[src/design/mcod_pkg.sv]
// Shared types, sizes and helpers for the matrix chain order engine.
package mcod_pkg;

    localparam int MAX_MATRICES = 8;
    localparam int NDIMS        = MAX_MATRICES + 1;
    localparam int CELLS        = MAX_MATRICES * MAX_MATRICES;

    localparam int DIM_W    = 12;
    localparam int COST_W   = 40;
    localparam int IDX_W    = 4;
    localparam int STATUS_W = 2;

    localparam int CNT_W   = $clog2(NDIMS + 1);
    localparam int DADDR_W = $clog2(NDIMS);
    localparam int CADDR_W = $clog2(CELLS);
    localparam int LIN_W   = IDX_W + CADDR_W;
    localparam int ENTRY_W = COST_W + IDX_W;

    typedef enum logic [STATUS_W-1:0] {
        ST_OK       = 2'd0,
        ST_OVERFLOW = 2'd1,
        ST_EMPTY    = 2'd2
    } res_status_t;

    typedef struct packed {
        logic [DIM_W-1:0] dim_value;
        logic             last_dim;
    } in_item_t;

    typedef struct packed {
        logic [IDX_W-1:0]    row_index;
        logic [IDX_W-1:0]    col_index;
        logic [COST_W-1:0]   min_cost;
        logic [IDX_W-1:0]    split_point;
        logic [STATUS_W-1:0] status;
        logic                last_result;
    } out_item_t;

    typedef struct packed {
        logic               dim_wr;
        logic [DADDR_W-1:0] dim_waddr;
        logic               setup_rd;
        logic               issue;
        logic               latch;
        logic               k_first;
        logic               k_last;
        logic               diag_wr;
        logic               emit_rd;
        logic               emit_empty;
        logic               emit_last;
        res_status_t        status;
        logic [IDX_W-1:0]   row;
        logic [IDX_W-1:0]   col;
        logic [IDX_W-1:0]   split_k;
    } cmd_t;

    typedef struct packed {
        logic cell_done;
        logic emit_ready;
    } stat_t;

    function automatic logic [CADDR_W-1:0] cell_addr(input logic [IDX_W-1:0] row,
                                                     input logic [IDX_W-1:0] col);
        logic [LIN_W-1:0] lin;
        lin = (LIN_W'(row) - LIN_W'(1)) * LIN_W'(MAX_MATRICES) + LIN_W'(col) - LIN_W'(1);
        return lin[CADDR_W-1:0];
    endfunction

    function automatic logic [COST_W-1:0] sat_add(input logic [COST_W-1:0] a,
                                                  input logic [COST_W-1:0] b);
        logic [COST_W:0] s;
        s = {1'b0, a} + {1'b0, b};
        return s[COST_W] ? {COST_W{1'b1}} : s[COST_W-1:0];
    endfunction

endpackage

[src/design/mcod_ctrl.sv]
// Sequencer: chain loading, table fill order and result emission order.
module mcod_ctrl
    import mcod_pkg::*;
(
    input  logic  clk,
    input  logic  rst_n,
    input  logic  dim_valid,
    input  logic  last_dim,
    output logic  dim_stall,
    output cmd_t  cmd,
    input  stat_t stat
);

    typedef enum logic [6:0] {
        S_LOAD  = 7'b0000001,
        S_DIAG  = 7'b0000010,
        S_SETUP = 7'b0000100,
        S_ISSUE = 7'b0001000,
        S_WAIT  = 7'b0010000,
        S_EMIT  = 7'b0100000,
        S_EMPTY = 7'b1000000
    } state_t;

    state_t           state_reg, state_next;
    logic [CNT_W-1:0] cnt_reg, cnt_next;
    logic             ovf_reg, ovf_next;
    logic [IDX_W-1:0] n_reg, n_next;
    logic [IDX_W-1:0] i_reg, i_next;
    logic [IDX_W-1:0] j_reg, j_next;
    logic [IDX_W-1:0] k_reg, k_next;

    logic             has_room;
    logic [CNT_W-1:0] cnt_after;

    assign has_room  = (cnt_reg < CNT_W'(NDIMS));
    assign cnt_after = has_room ? (cnt_reg + CNT_W'(1)) : cnt_reg;
    assign dim_stall = (state_reg != S_LOAD);

    always_comb
    begin
        state_next = state_reg;
        cnt_next   = cnt_reg;
        ovf_next   = ovf_reg;
        n_next     = n_reg;
        i_next     = i_reg;
        j_next     = j_reg;
        k_next     = k_reg;

        cmd           = '0;
        cmd.dim_waddr = DADDR_W'(cnt_reg);
        cmd.status    = ovf_reg ? ST_OVERFLOW : ST_OK;
        cmd.row       = i_reg;
        cmd.col       = j_reg;
        cmd.split_k   = k_reg;

        unique case (state_reg)
            S_LOAD:
            begin
                if (dim_valid)
                begin
                    if (has_room)
                    begin
                        cmd.dim_wr = 1'b1;
                        cnt_next   = cnt_after;
                    end
                    else
                    begin
                        ovf_next = 1'b1;
                    end
                    if (last_dim)
                    begin
                        if (cnt_after <= CNT_W'(1))
                        begin
                            state_next = S_EMPTY;
                        end
                        else
                        begin
                            n_next     = IDX_W'(cnt_after - CNT_W'(1));
                            i_next     = IDX_W'(cnt_after - CNT_W'(1));
                            state_next = S_DIAG;
                        end
                    end
                end
            end
            S_DIAG:
            begin
                cmd.diag_wr = 1'b1;
                if (i_reg == n_reg)
                begin
                    if (i_reg == IDX_W'(1))
                    begin
                        i_next     = IDX_W'(1);
                        j_next     = IDX_W'(1);
                        state_next = S_EMIT;
                    end
                    else
                    begin
                        i_next = i_reg - IDX_W'(1);
                    end
                end
                else
                begin
                    j_next     = i_reg + IDX_W'(1);
                    state_next = S_SETUP;
                end
            end
            S_SETUP:
            begin
                cmd.setup_rd = 1'b1;
                k_next       = i_reg;
                state_next   = S_ISSUE;
            end
            S_ISSUE:
            begin
                cmd.issue   = 1'b1;
                cmd.k_first = (k_reg == i_reg);
                cmd.latch   = (k_reg == i_reg);
                cmd.k_last  = (k_reg == j_reg - IDX_W'(1));
                k_next      = k_reg + IDX_W'(1);
                if (cmd.k_last)
                begin
                    state_next = S_WAIT;
                end
            end
            S_WAIT:
            begin
                if (stat.cell_done)
                begin
                    if (j_reg == n_reg)
                    begin
                        if (i_reg == IDX_W'(1))
                        begin
                            i_next     = IDX_W'(1);
                            j_next     = IDX_W'(1);
                            state_next = S_EMIT;
                        end
                        else
                        begin
                            i_next     = i_reg - IDX_W'(1);
                            state_next = S_DIAG;
                        end
                    end
                    else
                    begin
                        j_next     = j_reg + IDX_W'(1);
                        state_next = S_SETUP;
                    end
                end
            end
            S_EMIT:
            begin
                if (stat.emit_ready)
                begin
                    cmd.emit_rd   = 1'b1;
                    cmd.emit_last = (i_reg == n_reg) && (j_reg == n_reg);
                    if (cmd.emit_last)
                    begin
                        cnt_next   = '0;
                        ovf_next   = 1'b0;
                        state_next = S_LOAD;
                    end
                    else if (j_reg == n_reg)
                    begin
                        i_next = i_reg + IDX_W'(1);
                        j_next = i_reg + IDX_W'(1);
                    end
                    else
                    begin
                        j_next = j_reg + IDX_W'(1);
                    end
                end
            end
            S_EMPTY:
            begin
                if (stat.emit_ready)
                begin
                    cmd.emit_rd    = 1'b1;
                    cmd.emit_empty = 1'b1;
                    cmd.emit_last  = 1'b1;
                    cnt_next       = '0;
                    ovf_next       = 1'b0;
                    state_next     = S_LOAD;
                end
            end
            default:
            begin
                state_next = S_LOAD;
            end
        endcase
    end

    always_ff @(posedge clk or negedge rst_n)
    begin
        if (!rst_n)
        begin
            state_reg <= S_LOAD;
            cnt_reg   <= '0;
            ovf_reg   <= 1'b0;
            n_reg     <= '0;
            i_reg     <= '0;
            j_reg     <= '0;
            k_reg     <= '0;
        end
        else
        begin
            state_reg <= state_next;
            cnt_reg   <= cnt_next;
            ovf_reg   <= ovf_next;
            n_reg     <= n_next;
            i_reg     <= i_next;
            j_reg     <= j_next;
            k_reg     <= k_next;
        end
    end

    a_issue_k_in_span: assert property (@(posedge clk) disable iff (!rst_n)
        cmd.issue |-> (k_reg >= i_reg) && (k_reg < j_reg) && (j_reg <= n_reg))
        else $error("split index outside subchain");

    a_done_only_waiting: assert property (@(posedge clk) disable iff (!rst_n)
        stat.cell_done |-> (state_reg == S_WAIT))
        else $error("cell write outside wait");

    a_count_bound: assert property (@(posedge clk) disable iff (!rst_n)
        cnt_reg <= CNT_W'(NDIMS))
        else $error("dimension count beyond capacity");

endmodule

[config.mk]
export PLATFORM = sky130hd
export DESIGN_NAME = mcod_ctrl
export DESIGN_NICKNAME = d
export VERILOG_FILES = /design/src/design/mcod_pkg.sv /design/src/design/mcod_ctrl.sv
export SDC_FILE = /design/constraint.sdc
export NUM_CORES = 1
export LEC_CHECK = 0
export BUFFER_PORTS_ARGS = -buffer_cell sky130_fd_sc_hd__buf_2
export CAP_MARGIN = 0
export CORE_AREA = 2 2 70 72
export CTS_CLUSTER_DIAMETER = 80
export DETAILED_ROUTE_END_ITERATION = 7
export DIE_AREA = 0 0 72 74
export HOLD_SLACK_MARGIN = 0.15
export PLACE_DENSITY_LB_ADDON = 0.25
export SETUP_SLACK_MARGIN = 0.2
export SYNTH_ARGS = -nofsm -noshare
export SYNTH_HDL_FRONTEND = slang
export SYNTH_SLANG_ARGS = --single-unit
[constraint.sdc]
create_clock -name clk -period 5.4 [get_ports clk]
set_clock_uncertainty 0.1 [all_clocks]
set_input_delay 0.27 -clock clk [delete_from_list [all_inputs] [get_ports clk]]
set_output_delay 0.27 -clock clk [all_outputs]
set_load 0.02 [all_outputs]
### Word level (Yosys, flattened, before mapping)

Cells that the tools add are included.

| cells by class | value |
|---|---|
| add/subtract/negate cells | 7 |
| order comparisons | 2 |
| equality and inequality tests | 28 |
| multiplexer cells | 59 |
| bitwise logic cells | 1 |
| reductions and logical operators | 11 |

Operator list:

| operator | count |
|---|---|
| two-way mux 4 bit | 24 |
| two-way mux 7 bit | 11 |
| one-hot mux 7 bit (7 select lines) | 1 |
| != test 2 bit, second input constant | 14 |
| one-hot mux 4 bit (3 select lines) | 2 |
| adder 4 x 1 -> 4 bit, second input constant | 4 |
| equality test 4 bit | 4 |
| one-hot mux 4 bit (4 select lines) | 1 |
| two-way mux 1 bit | 14 |
| AND reduction 6 bit | 2 |
| subtractor 4 x 1 -> 4 bit, second input constant | 3 |
| AND reduction 10 bit | 1 |
| one-hot mux 4 bit (2 select lines) | 1 |
| AND reduction 4 bit | 2 |
| AND reduction 8 bit | 1 |
| equality test 7 x 1 -> 1 bit, second input constant | 1 |
| equality test 7 x 2 -> 1 bit, second input constant | 1 |
| equality test 7 x 3 -> 1 bit, second input constant | 1 |
| equality test 7 x 4 -> 1 bit, second input constant | 1 |
| equality test 7 x 5 -> 1 bit, second input constant | 1 |
| equality test 7 x 6 -> 1 bit, second input constant | 1 |
| equality test 7 bit, second input constant | 1 |
| != test 7 x 1 -> 1 bit, second input constant | 1 |
| two-way mux 6 bit | 1 |
| 12 further kinds | 14 |

| storage, ports and cells | value |
|---|---|
| register bits after elaboration | 28 |
| input port bits | 6 |
| output and inout port bits | 29 |
| logic and storage cells | 115 |

### Depth between registers and ports, before layout

| depth | value |
|---|---|
| depth in word-level cells | 7 |
| mapped depth | 13 |
| depth with buffers taken out | 12 |

### Worst setup path after synthesis

No wires, ideal clock.

| timing | value |
|---|---|
| path type | reg-to-reg |
| start point | reg cnt_reg[0] |
| end point | reg i_reg[2] |
| setup time | 0.125 ns |
| arrival time | 2.430 ns |
| required time | 5.175 ns |
| slack | 2.745 ns |
| stages on the path, launching flop included | 13 |
| path buffers | 1 |
| clock period less this slack | 2.655 ns |
| path through | dfrtp_1 > inv_1 > ha_1 > nand2b_1 > nand2_1 > a21oi_1 > ha_1 > inv_1 > a211oi_1 > nand2_1 > nand4bb_1 > buf_6 > mux2_4 |

| between the ends | value |
|---|---|
| word-level cells in the longest chain between the ends | 7 |
| elaborated cells on any way between the ends | 11 |
| those cells by class | add/sub: 2; order compare: 2; eq/ne: 1; mux: 5; reduce/logical: 1 |

Ends and longest elaborated chain:

| element | RTL line | RTL |
|---|---|---|
| from (decl) | mcod_ctrl.sv:25 | `logic [CNT_W-1:0] cnt_reg, cnt_next;` |
| from (signal assigned) | mcod_ctrl.sv:207 | `cnt_reg <= cnt_next;` |
| adder 4 x 1 -> 4 bit / < comparator 4 bit (equally long branches) | mcod_ctrl.sv:36, mcod_ctrl.sv:35 |  |
| two-way mux 4 bit (*) | mcod_ctrl.sv:36 | `assign cnt_after = has_room ? (cnt_reg + CNT_W'(1)) : cnt_reg;` |
| subtractor 4 x 1 -> 4 bit | mcod_ctrl.sv:79 | `i_next = IDX_W'(cnt_after - CNT_W'(1));` |
| two-way mux 4 bit | mcod_ctrl.sv:72 | `if (cnt_after <= CNT_W'(1))` |
| two-way mux 4 bit | mcod_ctrl.sv:70 | `if (last_dim)` |
| two-way mux 4 bit | mcod_ctrl.sv:59 | `if (dim_valid)` |
| one-hot mux 4 bit (4 select lines) | mcod_ctrl.sv:56 | `unique case (state_reg)` |
| to (signal assigned) | mcod_ctrl.sv:210 | `i_reg <= i_next;` |
| to (decl) | mcod_ctrl.sv:28 | `logic [IDX_W-1:0] i_reg, i_next;` |

Every way passes the cells marked *; elsewhere a longest branch is shown, timed or not. The select of a mux whose other input is x is not followed.
A chain may end at the register's enable or synchronous reset.

### Worst setup path in the final report

Ends and elaborated chain as after synthesis.

==> metrics.md <==
| Metric | Value |
|---|---|
| First-pass GRT wire length | 10300 µm |
| CTS tree | built |
| P_leak | roughly 0.0012 µW |
| Final-report setup violation count | 0 |
| Largest net degree at the start of global routing | 29 |
| Crit path max fanout | 9 |
| Routed WL | 6310 µm |
| Wire per inst | 17.2 µm |
| Worst Setup EP | i_reg[2]$_DFFE_PN0P_ |
| R2R depth | 11 |
| CP Class | reg2reg |
| Pin slew with the least headroom to its limit | 0.679 ns |
| Mapped Area | 2450 µm² |
| Vias/cell | 6.25 |
| Fin Setup TNS | 0 ns |
| CTS clk-pin slew, worst paths | ~0.10 ns |
| Grt peak-use layer | met2 |
| Gpl congestion | 0.910 |
| Core Region | 4600 µm² |
| Syn-to-layout area delta | 7.11% |
| Sequential-to-total area share from yosys stat | between 20% and 30% |
| Pre-antenna DRT Iters | 5 |
| Die Height | around 74 µm |
| Total clock sinks | 28 |
| Worst Path Arrival | 3.14 ns |
| Yosys reg bits | 28 |
| Cell Pwr Density | 699 nW/µm² |
| Commonest non-fill, non-tap cell in the layout | buf_2 |
| Hold Crit Class | in2reg |
| Tmin final | 3.06 ns |
| Layout cells sized above 1 | between 15 and 20% |
| Worst path slowest cell | dfrtp_1 |
| R2r startpoint | cnt_reg[0]$_DFFE_PN0P_ |
| Post-Synthesis Net Count | between 300 and 400 |
| Worst slew margin | 54.4% |
| H-tree Lvls | 1 |
| Max cap viols | 0 |
| Ys async rst share | 100% |
| Post-layout nets | 329 |
| GRT Total Usage | 24.3% |
| Post-synth top flop | dfrtp_1 |
| Vias | 2294 |
| Clock root buffer | clkbuf_8 |
| Post-DP HPWL | 4660 µm |
| I/O Buffers | 33 |
| CP required | 5.48 ns |
| Commonest non-fill, non-tap cells in the layout | 33 x buf_2, 27 x dfrtp_1, 26 x nor2_1, 21 x a21oi_1, 19 x xnor2_1 |
| I/O pin count | 35 |
| Worst Setup End Kind | flop |
| Critical Path, Cell by Cell | inv_1 -> ha_1 -> nand2b_1 -> nand2_1 -> a21oi_1 -> ha_1 -> inv_1 -> a211oi_1 -> nand2_1 -> nand4bb_1 -> mux2_4 |
| Clock Latency Late Sink | 0.28 ns |
| Crit Reg-Reg Endpoint | i_reg[2]$_DFFE_PN0P_ |
| Final Hold Fails | 0 |
| Row count | 25 |
| Max reg flops | 7 |
| Design area | 2620 µm² |
| Met1 usage | 32.9% |
| Final period utilization | 56.7% |
| RSZ-0062 raised after global routing | false |
| Antenna cell count | 0 |
| Initial antenna violation count | 0 |
| Post-Syn Instances | roughly 300 |
| Starting Density | a little over half |
| TritonCTS Buffers | 3 |
| DRC violations left | 0 |
| Max Slew Vio Count | 0 |
| Worst Setup SP | cnt_reg[0]$_DFFE_PN0P_ |
| Vias in the first global route | 2152 |
| Met2 Usage GRT | 41.7% |
| Total gr overflow | 0 |
| Die area | ~5300 µm² |
| Yosys warning total | 0 |
| Die width | 72 µm |
| EDFF count, synth | 0 |
| Mapped Avg Cell Area | 8.19 µm² |
| GRT met3 Usage | 2.44% |
| Peak supply drop | 0.000408 V |
| Worst path max stage delay | 0.51 ns |
| Count of cell types in the netlist | between 60 and 70 |
| Flop-to-flop setup slack | 2.34 ns |
| Bufs on Longest Clock Path | 2 |
| Post-DRT Antenna Nets | 0 |
| Outcome | complete, no violations |
| Initial drt markers | 233 |
| Postcts setup bufs | 0 |
| Placed cell area | 2560 µm² |
| Startpoint types | flop |
| Peak Freq | between 300 and 400 MHz |
[repair_timing]
item	4_1_cts	5_1_grt
resized for setup	0	0
hold buffers	2	0
endpoints found under the hold margin	28	0
[cell families after synthesis]
group / synth area share (%)
simple gates: 22.6
buf+inv: 7.67
flops: 28.7
other cells: 0.153
compound gates: 22.3
xor+xnor: 9.66
fa+ha+maj: 4.60
mux: 4.29
[power by group]
part | internal (µW) | leakage (µW) | switching (µW) | total, µW
clock network | 53.2 | 0.0000228 | 72.3 | 125
registers | 301 | 0.000345 | 206 | 508
logic | 523 | 0.000803 | 675 | 1200
[Yosys cell counts, types with 4 or more instances]
master	count	area, µm²
a21oi_1	21	105
a22o_1	4	35.0
and2_1	4	25.0
and3_1	5	31.3
clkbuf_1	16	60.1
dfrtp_1	27	676
ha_1	9	113
inv_1	17	63.8
mux2_2	4	45.0
nand2_1	17	63.8
nand2b_1	11	68.8
nand3_1	6	30.0
nand4_1	4	25.0
nor2_1	26	97.6
nor3_1	8	40.0
o211ai_1	4	30.0
o21a_1	4	30.0
o21ai_0	10	50.1
o22ai_1	10	62.6
xnor2_1	19	166
xor2_1	8	70.1
[through the flow]
step / setup WS [ns] / utilization [%] / hold WS, ns / power (µW) / cells
final: 2.34 / 57.0 / 0.196 / 1830 / 367
after global placement: 2.47 / 55.6 / 0.244 / 1660 / 361
after global routing: 2.10 / 57.0 / 0.210 / 1980 / 367
after CTS: 2.38 / 57.0 / 0.192 / 1820 / 367
after detailed placement: 2.44 / 55.6 / 0.247 / 1690 / 361
after floorplan: 2.75 / - / -0.126 / 1430 / 299
[per-layer routing]
metal / share of wire (%) / vias to the layer above / routed length, µm
met5: 0 / - / 0
met4: 1.4 / 0 / 89
met3: 4.1 / 11 / 260
met2: 49 / 67 / 3110
met1: 45 / 1121 / 2850
li1: - / 1095 / -
[critical path: cells and delay by family (launching register included)]
family                     cells  cell delay (ns)
DFF                            1             0.51
adders and majority gates      2             0.45
buffers and inverters          2             0.19
and+or+nand+nor                4             0.74
muxes                          1             0.33
AOI/OAI and AO/OA              2             0.65
[layout make-up]
cell class	instances	area [µm²]
Clock buffer	4	45.0
Fill cell	441	1980
Inverter	17	63.8
Multi-Input combinational cell	229	1560
Sequential cell	28	702
Tap cell	54	67.6
Timing Repair Buffer	35	185
[how the worst min path moves through the flow]
stage,from,to,slack [ns],cells after the start
CTS,stat[0],state_reg[6]$_DFFE_PN0P_,0.19,2
finish,stat[0],state_reg[6]$_DFFE_PN0P_,0.20,2
global placement,rst_n,k_reg[2]$_DFFE_PN0P_,0.24,1
floorplan,rst_n,cnt_reg[0]$_DFFE_PN0P_,-0.13,0
detailed placement,rst_n,state_reg[2]$_DFFE_PN0P_,0.25,1
global route,stat[0],state_reg[6]$_DFFE_PN0P_,0.21,2
Power figures use the tool's default switching activity.
